**src/rtl/core/rbba_pkg.sv**
```systemverilog
// shared types and constants of the region bitmap block allocator
// no dependencies; imported by the bitmap memory and the top level
`timescale 1ns / 1ps
`default_nettype none

package rbba_pkg;

    localparam int REGIONS          = 4;
    localparam int MAX_BLOCKS       = 1024;
    localparam int WORD_WIDTH       = 64;
    localparam int WORDS_PER_REGION = (MAX_BLOCKS + WORD_WIDTH - 1) / WORD_WIDTH;

    localparam int REGION_W   = $clog2(REGIONS);
    localparam int WORD_IDX_W = $clog2(WORDS_PER_REGION);
    localparam int BIT_IDX_W  = $clog2(WORD_WIDTH);
    localparam int BLOCK_W    = WORD_IDX_W + BIT_IDX_W;
    localparam int COUNT_W    = BLOCK_W + 1;
    localparam int WC_W       = WORD_IDX_W + 1;
    localparam int NREG_W     = REGION_W + 1;
    localparam int MEM_DEPTH  = REGIONS * WORDS_PER_REGION;
    localparam int MEM_AW     = REGION_W + WORD_IDX_W;

    localparam int CFG_W     = 11;
    localparam int CFG_IDX_W = 1;

    localparam logic [CFG_IDX_W-1:0] CFG_BLOCKS  = 1'd0;
    localparam logic [CFG_IDX_W-1:0] CFG_REGIONS = 1'd1;

    localparam logic [1:0] ACT_ASSIGN = 2'd0;
    localparam logic [1:0] ACT_ALLOC  = 2'd1;
    localparam logic [1:0] ACT_FREE   = 2'd2;

    localparam logic [1:0] STAT_OK      = 2'd0;
    localparam logic [1:0] STAT_FULL    = 2'd1;
    localparam logic [1:0] STAT_INVALID = 2'd2;

    typedef logic [WORD_WIDTH-1:0] word_t;

    typedef struct packed {
        logic              we;
        logic [MEM_AW-1:0] waddr;
        word_t             wdata;
        logic [MEM_AW-1:0] raddr;
    } mem_req_t;

    typedef enum logic [2:0] {
        ST_IDLE,
        ST_SCAN,
        ST_PICK,
        ST_FREE,
        ST_RESP
    } state_t;

endpackage

`default_nettype wire

```
**src/rtl/core/rbba_bitmap_mem.sv**
```systemverilog
// usage bitmap store: one word per region and word index, registered read
// depends on rbba_pkg; per-entry valid bits make unwritten words read as free
`timescale 1ns / 1ps
`default_nettype none

module rbba_bitmap_mem
    import rbba_pkg::*;
(
    input  wire logic     clk,
    input  wire logic     rst_n,
    input  wire mem_req_t req,
    output word_t         rdata
);

    word_t                mem [MEM_DEPTH];
    logic [MEM_DEPTH-1:0] valid_reg;
    word_t                rd_data_reg;
    logic                 rd_valid_reg;

    always_ff @(posedge clk)
    begin
        if (req.we)
        begin
            mem[req.waddr] <= req.wdata;
        end
        rd_data_reg <= mem[req.raddr];
    end

    always_ff @(posedge clk or negedge rst_n)
    begin
        if (!rst_n)
        begin
            valid_reg    <= '0;
            rd_valid_reg <= 1'b0;
        end
        else
        begin
            if (req.we)
            begin
                valid_reg[req.waddr] <= 1'b1;
            end
            rd_valid_reg <= valid_reg[req.raddr];
        end
    end

    // a word never written holds all blocks free
    assign rdata = rd_valid_reg ? rd_data_reg : '0;

endmodule

`default_nettype wire

```
**config.mk**
```make
export PLATFORM = sky130hd
export DESIGN_NAME = rbba_bitmap_mem
export DESIGN_NICKNAME = d
export VERILOG_FILES = /design/src/rtl/core/rbba_pkg.sv /design/src/rtl/core/rbba_bitmap_mem.sv
export SDC_FILE = /design/constraint.sdc
export NUM_CORES = 2
export LEC_CHECK = 0
export BUFFER_PORTS_ARGS = -buffer_cell sky130_fd_sc_hd__buf_2
export CAP_MARGIN = 20
export CORE_UTILIZATION = 35
export DETAILED_ROUTE_END_ITERATION = 16
export HOLD_SLACK_MARGIN = 0.12
export SLEW_MARGIN = 20
export SYNTH_ARGS = -nofsm -noshare
export SYNTH_HDL_FRONTEND = slang
export SYNTH_SLANG_ARGS = --single-unit
```
**constraint.sdc**
```tcl
create_clock -name clk -period 1.4 [get_ports clk]
set_input_delay 0.14 -clock clk [delete_from_list [all_inputs] [get_ports clk]]
set_output_delay 0.14 -clock clk [all_outputs]
set_load 0.02 [all_outputs]
```
==> impl_metrics.py <==
metrics = {
    "min_path": {
        "min_from": "req[74]",
        "min_path_cells": 7,
        "min_path_type": "input port to flop",
        "hold_end": "mem[32][35]",
    },
    "timing": {
        "min_period_ns": 2.29,
        "rsz0062_at_grt": "true",
        "setup_viol_count_final": 1509,
        "fmax_mhz": 436,
        "hold_violations": 0,
        "slew_headroom_pct": 23.8,
        "hold_slack_ns": 0.131,
        "fin_crit_sh_pct": 164,
        "setup_tns_ns": -195.06,
        "drv_slew": 0,
        "clock_skew_ns": 0.0635,
        "tightest_slew_ns": 1.14,
        "finalWorstSetupSlack_ns": -0.895,
    },
    "critical_path": {
        "path_buf_inv": 3,
        "crit_path_max_incr_delay_ns": 0.50,
        "worst-r2r-cell-count": 7,
        "cp-start-kind": "flop",
        "r2r_end": "rd_data_reg[26]",
        "crit_family": "flip-flops",
        "path_class": "flop to output pin",
        "crit_path_cell_trace": "buf_12, buf_16, and2_1, buf_2",
        "critPathSlowestCell": "dfrtp_4",
        "r2r_start": "mem[45][26]",
        "rrSetupSlack_ns": -0.33,
        "worstSetupEndpointType": "output pin",
        "cp.arrival_ns": 2.15,
        "worst_ep_required_time_ns": 1.26,
        "path_max_fanout": 10,
    },
    "drt": {
        "drt_iter0_drc": 10995,
        "viasPerCell": 5.58,
        "dr.pass1.iters": 6,
        "ant_nets": 0,
        "drc_errors": 0,
        "detail_route.wl_per_cell_um": 32.4,
        "routed_wl_um": 471000,
        "dr_total_vias": 81107,
    },
    "synthesis": {
        "yosysTopAreaCellShare_pct": 77.5,
        "ys_seq_area_share_pct": 79.4,
        "avgSynthCellArea_um2": 23.5,
        "ys_types": 32,
        "synthTopCellsByArea": "edfxtp_1 78%, mux4_2 15%, a22oi_1 1.2%",
        "syn_area_mm2": 0.159,
        "synth_cells": 6749,
        "ys_ff_latch": 4225,
        "yosys_warnings": 0,
        "synth.largest_area_cell": "edfxtp_1",
        "synth_nets": 6828,
    },
    "floorplan": {
        "die_y_um": 675,
        "die_area_mm2": 0.456,
        "fp.dieW_um": 675,
        "ios": 143,
        "core_area_mm2": 0.450,
        "initial_core_util_pct": 35.3,
        "num_rows": 246,
    },
    "flow_run": {
        "maxCapViolCount": 0,
    },
    "clocking": {
        "cts_tree": "built",
        "clockBufferDepth": 4,
        "cts-root-buf": "clkbuf_16",
        "numCtsBuffers": 411,
        "path_clk_slew_ns": 0.06,
        "h-tree-depth": 5,
        "cts.sinks": 4225,
        "clock_latency_ns": 1.01,
    },
    "global_routing": {
        "grtUsageTotal_pct": 20.2,
        "grt_pass1_vias": 82516,
        "antenna_found_initial": 31,
        "grt_pass1_wl_um": 651000,
        "grt_max_degree": 65,
        "grt-ovfl-total": 0,
    },
    "power_and_ir_drop": {
        "switchingPower_mw": 58.3,
        "seqPwrFrac_pct": 52.8,
        "p_int_mw": 209,
        "netSwitchingFraction_pct": 21.8,
        "power.leakage_nw": 63.2,
        "p_clk_share_pct": 40.9,
        "power_frac_comb_pct": 6.3,
        "peakVddDrop_mv": 1.18,
        "power_density_mw_per_mm2": 1350,
    },
    "cells_and_area": {
        "largest_reg_flops": 4096,
        "syn2layout_area_growth_pct": 24.4,
        "nFillCells": 37667,
        "fin_nets": 8282,
        "drive_above_1_share_pct": 40.6,
    },
    "outcome": {
        "violations": "negative setup slack",
        "status": "finished with violations",
    },
    "place": {
        "portBuffers": 142,
        "hpwl_um": 307000,
        "routabilityCongestion": 0.845,
    },
}
## layout make-up
class	count	area, um^2	area share, %
sequential	4225	126000	63.8
multi-input combinational	2132	33600	17.0
timing repair buffer	1432	17100	8.68
clock buffer	553	11200	5.67
tap	5952	7450	3.77
clock inverter	217	2030	1.03
antenna	11	27.5	0.0139
inverter	1	3.75	0.00190
## power groups by stage
stage / Clock (mW) / Combinational [mW] / Sequential (mW)
4_1_cts: 111 / 16.5 / 141
2_1_floorplan: 0 / 7.43 / 143
5_1_grt: 115 / 17.6 / 141
3_5_place_dp: 0 / 15.2 / 144
3_3_place_gp: 0 / 14.9 / 144
6_report: 109 / 16.8 / 141
## worst register-to-register path, delay by kind of cell (launching register included)
family / cells / cell delay (ns)
muxes: 2 / 0.69
DFF: 1 / 0.37
buffers and inverters: 2 / 0.30
AOI/OAI and AO/OA: 3 / 0.28
## repair_timing
item | 4_1_cts | 5_1_grt
hold buffers | 81 | 7
pin swaps | 133 | 62
setup buffers | 3 | 15
gates resized for setup | 438 | 151
endpoints found under the hold margin | 5037 | 76
cloned | 3 | 8
endpoints found under the setup margin | 129 | 2405
## Yosys cell counts
cell type  count
o221ai_1      66
nand3_1      111
and3_1        41
nand2b_1       9
nand4b_1       1
buf_2         90
nor2b_1       32
inv_1          1
nand4_1        1
edfxtp_1    4096
a22oi_1      260
or3b_2         2
buf_1         33
a211oi_1      49
dfrtp_1       65
nor2_1        68
buf_6         22
nor3_1         2
nand3b_1       3
mux4_2      1040
a211o_1       16
buf_4         51
o22ai_1      130
dfxtp_1       64
a31oi_1       24
clkbuf_1     195
mux2i_1       88
o21ai_0       40
or2_2         67
nand2_1       12
or3_1          3
and2_1        67
## layout by cell type (no fill, tap or decap), types with 34 or more instances in the layout
master         count
edfxtp_1        4096
mux4_2          1040
buf_4            777
buf_12           459
clkbuf_16        425
a22oi_1          229
clkbuf_1         111
nand3_1           99
dlygate4sd3_1     80
clkinv_2          79
clkinv_1          73
or2_2             66
o22ai_2           65
nor2_4            64
dfxtp_1           64
dfrtp_1           64
and2_4            55
mux2i_1           53
o22ai_1           53
buf_6             48
buf_2             43
and3_1            34
## through the flow
step                cell area (um^2)  cells  power, mW  utilization, %  setup WS [ns]
global route                  197000  14515        274            43.9         -0.969
global placement              180000  13647        159            40.0          -1.81
finish                        197000  14523        267            43.9         -0.895
floorplan                     159000   6749        150               -          -1.39
detailed placement            180000  13648        159            40.0          -1.75
CTS                           196000  14486        268            43.6          -1.00
## metal layers
layer / track usage, % / vias to the layer above / wire (um)
met1: 27.9 / 44341 / 187000
met2: 33.6 / 3960 / 231000
li1: - / 32122 / -
met4: 5.63 / 2 / 13700
met5: 0 / - / 20
met3: 3.07 / 682 / 39000
## cell families after synthesis
logic type / synth area share (%)
AND/OR/NAND/NOR: 1.44
multiplexers: 15.3
flip-flops: 79.4
AO/OA/AOI/OAI: 2.65
buffers and inverters: 1.22
## worst max-delay path by stage
stage / startpoint / end / cells after the start / slack, ns
floorplan: req[73] / mem[48][0] / 4 / -1.39
global placement: req[1] / rd_data_reg[10] / 7 / -1.81
detailed placement: req[1] / rd_data_reg[10] / 7 / -1.75
CTS: rd_valid_reg / rdata[49] / 4 / -1.00
global route: rd_valid_reg / rdata[51] / 4 / -0.97
finish: rd_valid_reg / rdata[49] / 4 / -0.89
No activity file was read; power rests on OpenSTA's default activity.
